$ cat src/rtl/twsrm_pkg.sv
package twsrm_pkg;

   localparam int unsigned CFG_WIDTH  = 16;
   localparam int unsigned DATA_WIDTH = 8;
   localparam int unsigned ADDR_WIDTH = 7;
   localparam int unsigned CSR_AW     = 3;

   localparam logic [DATA_WIDTH-1:0] WRITE_FLAG  = 8'h80;
   localparam logic [CFG_WIDTH-1:0]  HALF_RESET  = 16'd1;
   localparam logic [CFG_WIDTH-1:0]  TURN_RESET  = 16'd100;

   typedef enum logic {
      REG_HALF_PERIOD = 1'b0,
      REG_TURNAROUND  = 1'b1
   } reg_index_type;

   typedef enum logic {
      ACT_READ  = 1'b0,
      ACT_WRITE = 1'b1
   } action_type;

   typedef struct packed {
      logic [CFG_WIDTH-1:0] half_period_ticks;
      logic [CFG_WIDTH-1:0] turnaround_ticks;
   } cfg_type;

   typedef struct packed {
      logic                  sclk;
      logic                  sdio_out;
      logic                  sdio_oe;
      logic                  busy_res;
      logic                  done_res;
      logic [DATA_WIDTH-1:0] read_data;
   } result_type;

endpackage

$ cat src/rtl/twsrm_req_if.sv
interface twsrm_req_if;
   logic       valid;
   logic       ready;
   logic       start_req;
   logic       action;
   logic [6:0] reg_addr;
   logic [7:0] write_data;
   logic       sdio_in;

   modport source (
      output valid, start_req, action, reg_addr, write_data, sdio_in,
      input  ready
   );
   modport sink (
      input  valid, start_req, action, reg_addr, write_data, sdio_in,
      output ready
   );
endinterface

$ cat src/rtl/twsrm_rsp_if.sv
interface twsrm_rsp_if;
   logic       valid;
   logic       ready;
   logic       sclk;
   logic       sdio_out;
   logic       sdio_oe;
   logic       busy_res;
   logic       done_res;
   logic [7:0] read_data;

   modport source (
      output valid, sclk, sdio_out, sdio_oe, busy_res, done_res, read_data,
      input  ready
   );
   modport sink (
      input  valid, sclk, sdio_out, sdio_oe, busy_res, done_res, read_data,
      output ready
   );
endinterface

$ cat src/rtl/twsrm_csr.sv
module twsrm_csr (
   input  logic                            clock,
   input  logic                            reset,
   input  logic                            psel,
   input  logic                            penable,
   input  logic                            pwrite,
   input  logic [twsrm_pkg::CSR_AW-1:0]    paddr,
   input  logic [31:0]                     pwdata,
   output logic [31:0]                     prdata,
   output logic                            pready,
   output twsrm_pkg::cfg_type              cfg
);

   logic [twsrm_pkg::CFG_WIDTH-1:0] half_ff;
   logic [twsrm_pkg::CFG_WIDTH-1:0] half_in;
   logic [twsrm_pkg::CFG_WIDTH-1:0] turn_ff;
   logic [twsrm_pkg::CFG_WIDTH-1:0] turn_in;
   logic                            wr_en;
   twsrm_pkg::reg_index_type        sel;

   assign pready = 1'b1;
   assign wr_en  = psel & penable & pwrite;
   assign sel    = twsrm_pkg::reg_index_type'(paddr[2]);

   always_comb begin
      half_in = half_ff;
      turn_in = turn_ff;
      if (wr_en) begin
         case (sel)
            twsrm_pkg::REG_HALF_PERIOD: half_in = pwdata[twsrm_pkg::CFG_WIDTH-1:0];
            twsrm_pkg::REG_TURNAROUND:  turn_in = pwdata[twsrm_pkg::CFG_WIDTH-1:0];
            default: ;
         endcase
      end
   end

   always_comb begin
      case (sel)
         twsrm_pkg::REG_HALF_PERIOD: prdata = {16'd0, half_ff};
         twsrm_pkg::REG_TURNAROUND:  prdata = {16'd0, turn_ff};
         default:                    prdata = 32'd0;
      endcase
   end

   always_ff @(posedge clock) begin
      if (reset) begin
         half_ff <= twsrm_pkg::HALF_RESET;
         turn_ff <= twsrm_pkg::TURN_RESET;
      end else begin
         half_ff <= half_in;
         turn_ff <= turn_in;
      end
   end

   assign cfg.half_period_ticks = half_ff;
   assign cfg.turnaround_ticks  = turn_ff;

endmodule

$ cat src/rtl/twsrm_engine.sv
module twsrm_engine #(
   parameter int unsigned TIMER_WIDTH = 16
) (
   input  logic                  clock,
   input  logic                  reset,
   input  logic                  step,
   input  twsrm_pkg::cfg_type    cfg,
   input  logic                  start_req,
   input  logic                  action,
   input  logic [6:0]            reg_addr,
   input  logic [7:0]            write_data,
   input  logic                  sdio_in,
   output twsrm_pkg::result_type result
);

   typedef enum logic [3:0] {
      PH_IDLE  = 4'd0,
      PH_SETUP = 4'd1,
      PH_APRE  = 4'd2,
      PH_ALOW  = 4'd3,
      PH_AHIGH = 4'd4,
      PH_TURN  = 4'd5,
      PH_DLOW  = 4'd6,
      PH_DHIGH = 4'd7,
      PH_DHOLD = 4'd8
   } phase_type;

   localparam logic [32:0] TIMER_TOP = (33'd1 << TIMER_WIDTH) - 33'd1;

   phase_type             phase_ff, phase_in;
   logic [2:0]            bit_ff, bit_in;
   logic [TIMER_WIDTH-1:0] wait_ff, wait_in;
   logic [7:0]            shift_ff, shift_in;
   logic                  is_write_ff, is_write_in;
   logic [7:0]            held_ff, held_in;
   logic [7:0]            latch_ff, latch_in;
   logic                  second_ff, second_in;
   logic                  clk_ff, clk_in;
   logic                  drv_ff, drv_in;
   logic                  oe_ff, oe_in;
   logic                  done;
   logic [TIMER_WIDTH-1:0] half_span;
   logic [TIMER_WIDTH-1:0] turn_span;

   function automatic logic [TIMER_WIDTH-1:0] span(input logic [15:0] v);
      logic [32:0] t;
      t = (v == 16'd0) ? 33'd1 : {17'd0, v};
      if (t > TIMER_TOP) begin
         span = TIMER_TOP[TIMER_WIDTH-1:0];
      end else begin
         span = t[TIMER_WIDTH-1:0];
      end
   endfunction

   assign half_span = span(cfg.half_period_ticks);
   assign turn_span = span(cfg.turnaround_ticks);

   always_comb begin
      phase_in    = phase_ff;
      bit_in      = bit_ff;
      wait_in     = wait_ff;
      shift_in    = shift_ff;
      is_write_in = is_write_ff;
      held_in     = held_ff;
      latch_in    = latch_ff;
      second_in   = second_ff;
      clk_in      = clk_ff;
      drv_in      = drv_ff;
      oe_in       = oe_ff;
      done        = 1'b0;

      if (phase_ff == PH_IDLE) begin
         if (start_req) begin
            is_write_in = action;
            bit_in      = 3'd7;
            second_in   = 1'b0;
            latch_in    = write_data;
            wait_in     = half_span;
            if (twsrm_pkg::action_type'(action) == twsrm_pkg::ACT_WRITE) begin
               shift_in = {1'b0, reg_addr} | twsrm_pkg::WRITE_FLAG;
               clk_in   = 1'b0;
               phase_in = PH_APRE;
            end else begin
               shift_in = {1'b0, reg_addr};
               clk_in   = 1'b1;
               oe_in    = 1'b1;
               drv_in   = 1'b1;
               phase_in = PH_SETUP;
            end
         end
      end else if (wait_ff > TIMER_WIDTH'(1)) begin
         wait_in = wait_ff - TIMER_WIDTH'(1);
      end else begin
         case (phase_ff)
            PH_SETUP: begin
               clk_in  = 1'b0;
               wait_in = half_span;
               if (is_write_ff) begin
                  phase_in = PH_APRE;
               end else begin
                  drv_in   = shift_ff[bit_ff];
                  phase_in = PH_ALOW;
               end
            end
            PH_APRE: begin
               oe_in    = 1'b1;
               drv_in   = shift_ff[bit_ff];
               phase_in = PH_ALOW;
               wait_in  = half_span;
            end
            PH_ALOW: begin
               clk_in   = 1'b1;
               phase_in = PH_AHIGH;
               wait_in  = half_span;
            end
            PH_AHIGH: begin
               if (bit_ff != 3'd0) begin
                  bit_in  = bit_ff - 3'd1;
                  clk_in  = 1'b0;
                  wait_in = half_span;
                  if (is_write_ff) begin
                     phase_in = PH_APRE;
                  end else begin
                     drv_in   = shift_ff[bit_ff - 3'd1];
                     phase_in = PH_ALOW;
                  end
               end else if (is_write_ff) begin
                  if (!second_ff) begin
                     second_in = 1'b1;
                     shift_in  = latch_ff;
                     bit_in    = 3'd7;
                     clk_in    = 1'b0;
                     wait_in   = half_span;
                     phase_in  = PH_APRE;
                  end else begin
                     phase_in = PH_IDLE;
                     wait_in  = '0;
                     clk_in   = 1'b1;
                     oe_in    = 1'b0;
                     done     = 1'b1;
                  end
               end else begin
                  oe_in    = 1'b0;
                  phase_in = PH_TURN;
                  wait_in  = turn_span;
               end
            end
            PH_TURN: begin
               bit_in   = 3'd7;
               shift_in = 8'd0;
               clk_in   = 1'b0;
               phase_in = PH_DLOW;
               wait_in  = half_span;
            end
            PH_DLOW: begin
               clk_in   = 1'b1;
               phase_in = PH_DHIGH;
               wait_in  = half_span;
            end
            PH_DHIGH: begin
               shift_in = {shift_ff[6:0], sdio_in};
               phase_in = PH_DHOLD;
               wait_in  = half_span;
            end
            PH_DHOLD: begin
               if (bit_ff != 3'd0) begin
                  bit_in   = bit_ff - 3'd1;
                  clk_in   = 1'b0;
                  phase_in = PH_DLOW;
                  wait_in  = half_span;
               end else begin
                  held_in  = shift_ff;
                  phase_in = PH_IDLE;
                  wait_in  = '0;
                  clk_in   = 1'b1;
                  oe_in    = 1'b0;
                  done     = 1'b1;
               end
            end
            default: begin
               phase_in = PH_IDLE;
               wait_in  = '0;
               clk_in   = 1'b1;
               oe_in    = 1'b0;
            end
         endcase
      end
   end

   assign result.sclk      = clk_in;
   assign result.sdio_out  = oe_in ? drv_in : 1'b1;
   assign result.sdio_oe   = oe_in;
   assign result.busy_res  = (phase_in != PH_IDLE);
   assign result.done_res  = done;
   assign result.read_data = held_in;

   always_ff @(posedge clock) begin
      if (reset) begin
         phase_ff    <= PH_IDLE;
         bit_ff      <= 3'd0;
         wait_ff     <= '0;
         shift_ff    <= 8'd0;
         is_write_ff <= 1'b0;
         held_ff     <= 8'd0;
         latch_ff    <= 8'd0;
         second_ff   <= 1'b0;
         clk_ff      <= 1'b1;
         drv_ff      <= 1'b1;
         oe_ff       <= 1'b0;
      end else if (step) begin
         phase_ff    <= phase_in;
         bit_ff      <= bit_in;
         wait_ff     <= wait_in;
         shift_ff    <= shift_in;
         is_write_ff <= is_write_in;
         held_ff     <= held_in;
         latch_ff    <= latch_in;
         second_ff   <= second_in;
         clk_ff      <= clk_in;
         drv_ff      <= drv_in;
         oe_ff       <= oe_in;
      end
   end

   a_done_to_idle: assert property (@(posedge clock) disable iff (reset)
      step && done |=> phase_ff == PH_IDLE && !oe_ff && clk_ff)
      else $error("access ended but engine not idle");

   a_busy_timer: assert property (@(posedge clock) disable iff (reset)
      phase_ff != PH_IDLE |-> wait_ff != '0)
      else $error("active phase with empty timer");

   a_turn_released: assert property (@(posedge clock) disable iff (reset)
      phase_ff == PH_TURN |-> !oe_ff)
      else $error("data line driven during turnaround");

   a_dlow_clock: assert property (@(posedge clock) disable iff (reset)
      phase_ff == PH_DLOW |-> !clk_ff && !oe_ff)
      else $error("bad levels in data low phase");

endmodule

$ cat src/rtl/two_wire_sensor_register_master_top.sv
// Two-wire sensor register master. Each req transaction is one timing tick and
// yields exactly one rsp transaction with the clock/data line levels, busy,
// done and the last read byte as they stand after that tick. A tick is handled
// by the phase engine, so one transaction is accepted every cycle unless the
// input is stalled; the single result register only stalls the input while it
// holds a result that rsp has not taken. Phase lengths come from the two CSRs
// (0 counts as 1) and saturate at 2**TIMER_WIDTH - 1 ticks.
module two_wire_sensor_register_master_top #(
   parameter int unsigned TIMER_WIDTH = 16
) (
   input  logic                         clock,
   input  logic                         reset,
   twsrm_req_if.sink                    req_chan,
   twsrm_rsp_if.source                  rsp_chan,
   input  logic                         csr_psel,
   input  logic                         csr_penable,
   input  logic                         csr_pwrite,
   input  logic [twsrm_pkg::CSR_AW-1:0] csr_paddr,
   input  logic [31:0]                  csr_pwdata,
   output logic [31:0]                  csr_prdata,
   output logic                         csr_pready
);

   twsrm_pkg::cfg_type    cfg;
   twsrm_pkg::result_type result;
   twsrm_pkg::result_type rsp_ff, rsp_in;
   logic                  rsp_valid_ff, rsp_valid_in;
   logic                  step;

   twsrm_csr u_csr (
      .clock   (clock),
      .reset   (reset),
      .psel    (csr_psel),
      .penable (csr_penable),
      .pwrite  (csr_pwrite),
      .paddr   (csr_paddr),
      .pwdata  (csr_pwdata),
      .prdata  (csr_prdata),
      .pready  (csr_pready),
      .cfg     (cfg)
   );

   twsrm_engine #(
      .TIMER_WIDTH (TIMER_WIDTH)
   ) u_engine (
      .clock      (clock),
      .reset      (reset),
      .step       (step),
      .cfg        (cfg),
      .start_req  (req_chan.start_req),
      .action     (req_chan.action),
      .reg_addr   (req_chan.reg_addr),
      .write_data (req_chan.write_data),
      .sdio_in    (req_chan.sdio_in),
      .result     (result)
   );

   assign req_chan.ready = !rsp_valid_ff || rsp_chan.ready;
   assign step           = req_chan.valid && req_chan.ready;

   always_comb begin
      rsp_in       = rsp_ff;
      rsp_valid_in = rsp_valid_ff;
      if (step) begin
         rsp_in       = result;
         rsp_valid_in = 1'b1;
      end else if (rsp_chan.ready) begin
         rsp_valid_in = 1'b0;
      end
   end

   always_ff @(posedge clock) begin
      if (reset) begin
         rsp_valid_ff <= 1'b0;
      end else begin
         rsp_valid_ff <= rsp_valid_in;
      end
      rsp_ff <= rsp_in;
   end

   assign rsp_chan.valid     = rsp_valid_ff;
   assign rsp_chan.sclk      = rsp_ff.sclk;
   assign rsp_chan.sdio_out  = rsp_ff.sdio_out;
   assign rsp_chan.sdio_oe   = rsp_ff.sdio_oe;
   assign rsp_chan.busy_res  = rsp_ff.busy_res;
   assign rsp_chan.done_res  = rsp_ff.done_res;
   assign rsp_chan.read_data = rsp_ff.read_data;

   a_step_loads: assert property (@(posedge clock) disable iff (reset)
      step |=> rsp_valid_ff)
      else $error("accepted transaction did not load result");

   a_no_overwrite: assert property (@(posedge clock) disable iff (reset)
      rsp_valid_ff && !rsp_chan.ready |-> !step)
      else $error("pending result overwritten");

   a_done_not_busy: assert property (@(posedge clock) disable iff (reset)
      rsp_valid_ff && rsp_ff.done_res |-> !rsp_ff.busy_res)
      else $error("done reported while busy");

endmodule

$ cat src/flat_wrapper.sv
// flat-port wrapper written by rule: the top's interface ports become plain ports
module two_wire_sensor_register_master_top_flat 
#(
   parameter int unsigned TIMER_WIDTH = 16
)
  (clock, reset, csr_psel, csr_penable, csr_pwrite, csr_paddr, csr_pwdata, csr_prdata, csr_pready, req_chan_valid, req_chan_start_req, req_chan_action, req_chan_reg_addr, req_chan_write_data, req_chan_sdio_in, req_chan_ready, rsp_chan_valid, rsp_chan_sclk, rsp_chan_sdio_out, rsp_chan_sdio_oe, rsp_chan_busy_res, rsp_chan_done_res, rsp_chan_read_data, rsp_chan_ready);
  twsrm_req_if req_chan_i ();
  twsrm_rsp_if rsp_chan_i ();
  input  logic clock;
  input  logic reset;
  input  logic csr_psel;
  input  logic csr_penable;
  input  logic csr_pwrite;
  input  logic [twsrm_pkg::CSR_AW-1:0] csr_paddr;
  input  logic [31:0] csr_pwdata;
  output logic [31:0] csr_prdata;
  output logic csr_pready;
  input wire logic [$bits(req_chan_i.valid)-1:0] req_chan_valid;
  input wire logic [$bits(req_chan_i.start_req)-1:0] req_chan_start_req;
  input wire logic [$bits(req_chan_i.action)-1:0] req_chan_action;
  input wire logic [$bits(req_chan_i.reg_addr)-1:0] req_chan_reg_addr;
  input wire logic [$bits(req_chan_i.write_data)-1:0] req_chan_write_data;
  input wire logic [$bits(req_chan_i.sdio_in)-1:0] req_chan_sdio_in;
  output wire logic [$bits(req_chan_i.ready)-1:0] req_chan_ready;
  output wire logic [$bits(rsp_chan_i.valid)-1:0] rsp_chan_valid;
  output wire logic [$bits(rsp_chan_i.sclk)-1:0] rsp_chan_sclk;
  output wire logic [$bits(rsp_chan_i.sdio_out)-1:0] rsp_chan_sdio_out;
  output wire logic [$bits(rsp_chan_i.sdio_oe)-1:0] rsp_chan_sdio_oe;
  output wire logic [$bits(rsp_chan_i.busy_res)-1:0] rsp_chan_busy_res;
  output wire logic [$bits(rsp_chan_i.done_res)-1:0] rsp_chan_done_res;
  output wire logic [$bits(rsp_chan_i.read_data)-1:0] rsp_chan_read_data;
  input wire logic [$bits(rsp_chan_i.ready)-1:0] rsp_chan_ready;
  assign req_chan_i.valid = req_chan_valid;
  assign req_chan_i.start_req = req_chan_start_req;
  assign req_chan_i.action = req_chan_action;
  assign req_chan_i.reg_addr = req_chan_reg_addr;
  assign req_chan_i.write_data = req_chan_write_data;
  assign req_chan_i.sdio_in = req_chan_sdio_in;
  assign req_chan_ready = req_chan_i.ready;
  assign rsp_chan_valid = rsp_chan_i.valid;
  assign rsp_chan_sclk = rsp_chan_i.sclk;
  assign rsp_chan_sdio_out = rsp_chan_i.sdio_out;
  assign rsp_chan_sdio_oe = rsp_chan_i.sdio_oe;
  assign rsp_chan_busy_res = rsp_chan_i.busy_res;
  assign rsp_chan_done_res = rsp_chan_i.done_res;
  assign rsp_chan_read_data = rsp_chan_i.read_data;
  assign rsp_chan_i.ready = rsp_chan_ready;
  two_wire_sensor_register_master_top #(.TIMER_WIDTH(TIMER_WIDTH)) u_core (.clock(clock), .reset(reset), .req_chan(req_chan_i), .rsp_chan(rsp_chan_i), .csr_psel(csr_psel), .csr_penable(csr_penable), .csr_pwrite(csr_pwrite), .csr_paddr(csr_paddr), .csr_pwdata(csr_pwdata), .csr_prdata(csr_prdata), .csr_pready(csr_pready));
endmodule
$ cat config.mk
export PLATFORM = sky130hd
export DESIGN_NAME = two_wire_sensor_register_master_top_flat
export DESIGN_NICKNAME = d
export VERILOG_FILES = /design/src/rtl/twsrm_pkg.sv /design/src/rtl/twsrm_req_if.sv /design/src/rtl/twsrm_rsp_if.sv /design/src/rtl/twsrm_csr.sv /design/src/rtl/twsrm_engine.sv /design/src/rtl/two_wire_sensor_register_master_top.sv /design/src/flat_wrapper.sv
export SDC_FILE = /design/constraint.sdc
export NUM_CORES = 1
export LEC_CHECK = 0
export BUFFER_PORTS_ARGS = -buffer_cell sky130_fd_sc_hd__buf_4
export CORE_MARGIN = 5
export CORE_UTILIZATION = 61
export CTS_BUF_LIST = sky130_fd_sc_hd__clkbuf_4
export CTS_CLUSTER_DIAMETER = 150
export DETAILED_ROUTE_END_ITERATION = 8
export PLACE_DENSITY = 0.87
export SYNTH_ARGS = -nofsm -noshare
export SYNTH_HDL_FRONTEND = slang
export SYNTH_SLANG_ARGS = --single-unit
$ cat constraint.sdc
create_clock -name clock -period 7.25 [get_ports clock]
set_input_delay 0.3625 -clock clock [delete_from_list [all_inputs] [get_ports clock]]
set_output_delay 0.3625 -clock clock [all_outputs]
set_load 0.01 [all_outputs]
==> qor.txt, run 1 <==
Placer Congestion: 0.9238
Total iterations of the first detailed-routing run: 9
First DRT Iteration DRCs: 450
RSZ-0062 raised after global routing: no
Nets: 792
Synth async-reset ratio: 0
Setup_tns: 0 ns
Netlist Area Pre-Place: 5502 um^2
CTS H-Tree Depth: 3
LEAKAGE: 0.002277 uW
Max-slew violations: 0
Drt via density: 6.369
CTS Buffer Depth: 2
Num CTS Buffers: 9
Fmax: 316.4 MHz
Crit start category: register
Post-CTS Hold Buffers: 0
# rows: 34
Reg area: 2092 um^2
PD cells: 219.7 nW/um^2
WL per Instance: 17.61 um
Vias: 5350
DRT Wirelength: 14790 um
Total grt overflow: 0
Initial Utilization: 0.6278
Largest net degree at the start of global routing: 66
Clock skew: 0.01748 ns
Fin crit period: 3.160 ns
GRT Overall Usage: 0.2566
Initial antenna violation count: 0
CP Buf/Inv Count: 0
CP Max Fanout: 34
DIE WIDTH: 105.0 um
Finish-stage setup viols: 0
Slowest cell on the critical path: dfxtp_1
Worst Setup End Kind: register
Worst rel slew slack: 0.2219
IO buf count: 72
YS warnings: 0
Remaining DRCs: 0
Max cap viols: 0
Hold wc startpoint: csr_pwdata[5]
Worst Tran Pin Value: 1.166 ns
Root Buffer: clkbuf_4
Peak supply drop: 0.1353 mV
Diode count: 0
Crit-path cells: or4_1, nand3_1, o31ai_4, and2_1, nor2_1, a211oi_1
Post-synth cell types: 66
R2R Path Start: u_core.u_engine.phase_ff[3]
CTS tree: built
Fillcell total: 728
Syn_area_per_cell: 7.904 um^2
Arr. time, crit path: 3.52 ns
Main synth FF type: dfxtp_1
CP max stage delay: 1.12 ns
Postcts setup bufs: 0
Origin of the worst setup path: u_core.u_engine.phase_ff[3]
CP required: 7.61 ns
Vias in the first global route: 4975
Area grow syn2layout: 10.35%
EDFF count, synth: 13
HP Class: in2reg
Hold Fails Final Rpt: 0
Resized Gates After CTS: 0
Core area: 8763 um^2
Hold Slack: 0.1368 ns
Hpwl dp: 10460 um
Syn Inst Count: 696
Non-filler cells, final: 840
Seq/Total Area, Yosys: 0.3803
Placed cells: 825
Die extent in y: 105.0 um
Status: complete, no violations
Layout cells sized above 1: 0.1803
Fin crit share: 0.4359
Area of the multi-input gates: 3068 um^2
Global-route wire length before repair: 23980 um
I/O pin count: 108
Antenna-violating nets left: 0
Pwr Total: 1334 uW
CP Class: reg2reg
Clock Pin Slew Worst Setup and Hold Paths: 0.15 ns
Skew-Pair Late Insertion Delay: 0.44 ns
Die Area: 11020 um^2
Cell family with most CP delay: simple AND/OR/NAND/NOR gates
Synth Register Bits: 98
Clk sink count: 98
-- flip-flops by register name, indices dropped and copies added (netlist names), 3 cells and up --
register / count
u_core.u_engine.wait_ff: 16
u_core.u_engine.phase_ff: 4
u_core.u_csr.turn_ff: 16
u_core.rsp_chan.read_data: 8
u_core.u_engine.shift_ff: 8
u_core.u_engine.held_ff: 8
u_core.u_engine.latch_ff: 8
u_core.u_engine.bit_ff: 3
u_core.u_csr.half_ff: 16
-- kinds of logic after synthesis --
logic type	after synthesis	share of synthesized area
simple gates	284	0.2415
compound gates	185	0.2115
flops	98	0.3803
buf+inv	83	0.07232
mux	33	0.07278
xor+xnor	7	0.01114
fa+ha+maj	4	0.009097
other cells	2	0.001365
-- worst min-delay path, stage by stage --
cell	delay, ns
buf_4	0.09
nand2_1	0.04
nand3_1	0.07
-- per-layer routing --
layer  track usage  vias up  wire length (um)
met3       0.04192       39              1270
li1              -     2532                 -
met2        0.4074      307              7014
met1        0.3485     2472              6149
met5             0        -                 0
met4        0.1032        0               359
-- layout make-up --
type,instances,area share
timing repair buffer,74,0.09151
sequential,98,0.3446
clock inverter,5,0.01463
tap,108,0.02226
inverter,15,0.009275
multi-input combinational,530,0.5054
clock buffer,10,0.01237
-- cell usage in the layout (no fill, tap or decap), types with 13 or more instances in the layout --
cell      synthesis  routed
inv_1            14      14
nor4_1           18      18
a21oi_1          73      73
nand2_1         126     126
a31oi_1          18      18
conb_1            2      17
o21ai_0          32      32
edfxtp_1         13      13
mux2_2           26      26
nand3_1          19      19
dfxtp_1          85      85
buf_4            18      74
nor2_1           52      52
nor3_1           15      15
-- cells in the mapped netlist, drive strengths merged, types with 13 or more instances --
cell type,count,share of area
edfxtp,13,0.071
inv,14,0.0096
nand3,19,0.017
a31oi,18,0.020
dfxtp,85,0.31
nand2,126,0.086
nor4,19,0.023
o21ai,34,0.032
mux2,26,0.053
a211oi,13,0.020
nor2,55,0.039
buf,23,0.031
clkbuf,45,0.031
a21oi,73,0.066
nor3,15,0.014
-- where the power goes --
part / switching, uW / total, uW / internal [uW]
Sequential: 48.3 / 632 / 584
Clock: 184 / 330 / 146
Combinational: 221 / 372 / 151
Total: 453 / 1330 / 881
-- worst paths after layout --
path,endpoint,slack [ns],depth (start not counted)
setup / recovery,u_core.u_engine.shift_ff[2],4.09,6
hold / removal,u_core.u_csr.turn_ff[5],0.14,3
setup reg to reg,u_core.u_engine.shift_ff[2],4.09,6
hold reg to reg,u_core.u_engine.held_ff[7],0.46,2
-- stage by stage --
step           area [um^2]    util  setup slack (ns)
3_5_place_dp          5907  0.6740             4.199
2_1_floorplan         5558       -             4.723
6_report              6071  0.6927             4.090
5_1_grt               6071  0.6927             3.838
3_3_place_gp          5907  0.6740             4.300
4_1_cts               6071  0.6927             4.185
(Power assumes the default switching activity.)
==> inputs of run 2 (changes only) <==
CORE_UTILIZATION = 58   (was 61)
PLACE_DENSITY = 0.83   (was 0.87)
clock period = 3.22 ns   (was 7.25 ns; I/O delays follow)
==> run 2 against run 1 <==
- via count is 0.77% higher
- clock skew is 0.0030 ns lower
- routed wire length up 2.5%
- clock power is 130% higher
- final area grew 6.5%
- count of clock-buffer cells in the layout shrank 1
- worst hold slack got worse by 0.0084 ns
- combinational power grew 140%
- utilization is 0.69 points higher
- critical endpoint is now u_core.u_engine.shift_ff[4]
- largest cell class unchanged
- largest power group unchanged
==> qor.txt, run 2 (synthesized netlist as in run 1, its figures left out) <==
Status: complete, no violations
Initial antenna violation count: 0 (unchanged)
Max cap viols: 0 (unchanged)
CTS H-Tree Depth: 3 (unchanged)
Worst R2R End: u_core.u_engine.shift_ff[4]
LEAKAGE: 0.002461 uW (+8.1%)
Worst rel slew slack: 0.2564 (+0.03452)
Largest net degree at the start of global routing: 66 (unchanged)
Postcts setup bufs: 0 (unchanged)
Worst setup margin: 0.3908 ns (-3.699 ns)
Crit start category: register
CP Max Fanout: 16 (-53%)
WHS Endpoint: u_core.rsp_chan.valid
Total iterations of the first detailed-routing run: 5 (-4)
Skew-Pair Late Insertion Delay: 0.45 ns (about the same)
First DRT Iteration DRCs: 436 (-3.1%)
RSZ-0062 raised after global routing: no
Hold path cells: 3 (unchanged)
Post-CTS Hold Buffers: 26 (+26)
R2r worst-path depth: 6 (unchanged)
Clock Pin Slew Worst Setup and Hold Paths: 0.15 ns (about the same)
Hold Fails Final Rpt: 0 (unchanged)
HP Class: in2reg
Setup_tns: 0 ns (unchanged)
Initial Utilization: 0.5954 (-0.03239)
Fillcell total: 756 (+3.8%)
I/O pin count: 108 (unchanged)
CTS Buffer Depth: 2 (unchanged)
Nets: 833 (+5.2%)
Hpwl dp: 10760 um (+2.9%)
Placed cells: 861 (+4.4%)
DIE WIDTH: 107.4 um (+2.3%)
Fin crit share: 0.8786 (+0.4427)
Placer Congestion: 0.9177 (-0.66%)
Die Area: 11530 um^2 (+4.7%)
R2R Path Start: u_core.u_engine.wait_ff[10]
Diode count: 0 (unchanged)
Vias: 5391 (+0.77%)
Non-filler cells, final: 903 (+7.5%)
IO buf count: 72 (unchanged)
# rows: 35 (+2.9%)
Final core occ: 0.6997 (+0.006914)
Drt via density: 5.970 (-6.3%)
Fin crit period: 2.829 ns (-0.3311 ns)
Global-route wire length before repair: 24670 um (+2.8%)
Hold wc startpoint: rsp_chan_ready
Root Buffer: clkbuf_4
Area grow syn2layout: 17.51%
WL per Instance: 16.79 um (-4.7%)
Core area: 9240 um^2 (+5.4%)
Vias in the first global route: 5099 (+2.5%)
CP Class: reg2reg
Clock skew: 0.01453 ns (-0.002950 ns)
Die extent in y: 107.4 um (+2.3%)
GRT Overall Usage: 0.2631 (+0.006490)
Total grt overflow: 0 (unchanged)
Arr. time, crit path: 3.19 ns (-0.33 ns)
Clk sink count: 98 (unchanged)
Max-slew violations: 0 (unchanged)
Commonest cells after routing, fill and taps aside: nand2_1, buf_4, dfxtp_1
CP required: 3.58 ns (-4.03 ns)
Worst reg2reg setup slack: 0.39 ns (-3.70 ns)
Fmax: 353.5 MHz (+12%)
Worst Setup End Kind: register
Layout cells sized above 1: 0.1899 (+0.009595)
Worst Tran Pin Value: 1.111 ns (-0.05429 ns)
Largest regs: u_core.u_csr.half_ff x16, u_core.u_csr.turn_ff x16, u_core.u_engine.wait_ff x16
Num CTS Buffers: 9 (unchanged)
Antenna-violating nets left: 0 (unchanged)
Most common cell after layout, fill and taps aside: nand2_1
Peak supply drop: 0.2719 mV (+100%)
CTS tree: built
PD cells: 474.3 nW/um^2 (+120%)
DRT Wirelength: 15160 um (+2.5%)
Finish-stage setup viols: 0 (unchanged)
Resized Gates After CTS: 0 (unchanged)
Remaining DRCs: 0 (unchanged)
DP Worst Slack: 0.4355 ns (-3.764 ns)
-- run 2: routing by layer --
layer	track usage	up-vias	part of all wire
li1	-	2616	-
met1	0.3505	2502	0.44
met2	0.4249	237	0.46
met3	0.03539	36	0.072
met4	0.1190	0	0.028
met5	0	-	0
-- run 2: power by group --
group	internal, uW	total (uW)	switching [uW]
sequential	1310	1420	101
clock	315	747	432
combinational	386	904	517
-- run 2: cell type report --
type,count,area [um^2],area share
clock buffer,9,67.56,0.01045
clock inverter,7,91.34,0.01413
inverter,15,56.30,0.008709
multi-input combinational,530,3068,0.4745
sequential,98,2092,0.3236
tap,129,161.4,0.02497
timing repair buffer,115,928.4,0.1436
-- run 2: worst max-delay path, cell delays in order (launching register included) --
cell and delay, ns:
dfxtp_1 0.39, or4_4 0.57, or4_4 0.58, o31ai_4 0.32
and2_1 0.58, nor2_1 0.08, a211oi_1 0.23
-- run 2: how the worst max path moves through the flow --
stage / from / endpoint / slack (ns) / cells after the start
after floorplan: u_core.u_engine.wait_ff[10] / u_core.rsp_chan.busy_res / 0.69 / 6
after global placement: u_core.u_engine.wait_ff[10] / u_core.u_engine.shift_ff[7] / 0.49 / 6
after detailed placement: u_core.u_engine.wait_ff[10] / u_core.u_engine.shift_ff[4] / 0.44 / 6
after CTS: u_core.u_engine.wait_ff[10] / u_core.u_engine.shift_ff[4] / 0.38 / 6
after global routing: u_core.u_engine.bit_ff[0] / u_core.u_engine.wait_ff[3] / 0.16 / 8
final: u_core.u_engine.wait_ff[10] / u_core.u_engine.shift_ff[4] / 0.39 / 6
-- run 2: stage by stage --
step	hold slack (ns)	area [um^2]	total power, uW
finish	0.1284	6465	3066
global route	0.1689	6465	3230
CTS	0.1187	6465	3055
detailed placement	0.3875	6046	2298
global placement	0.3843	6046	2276
floorplan	0.2850	5558	2063
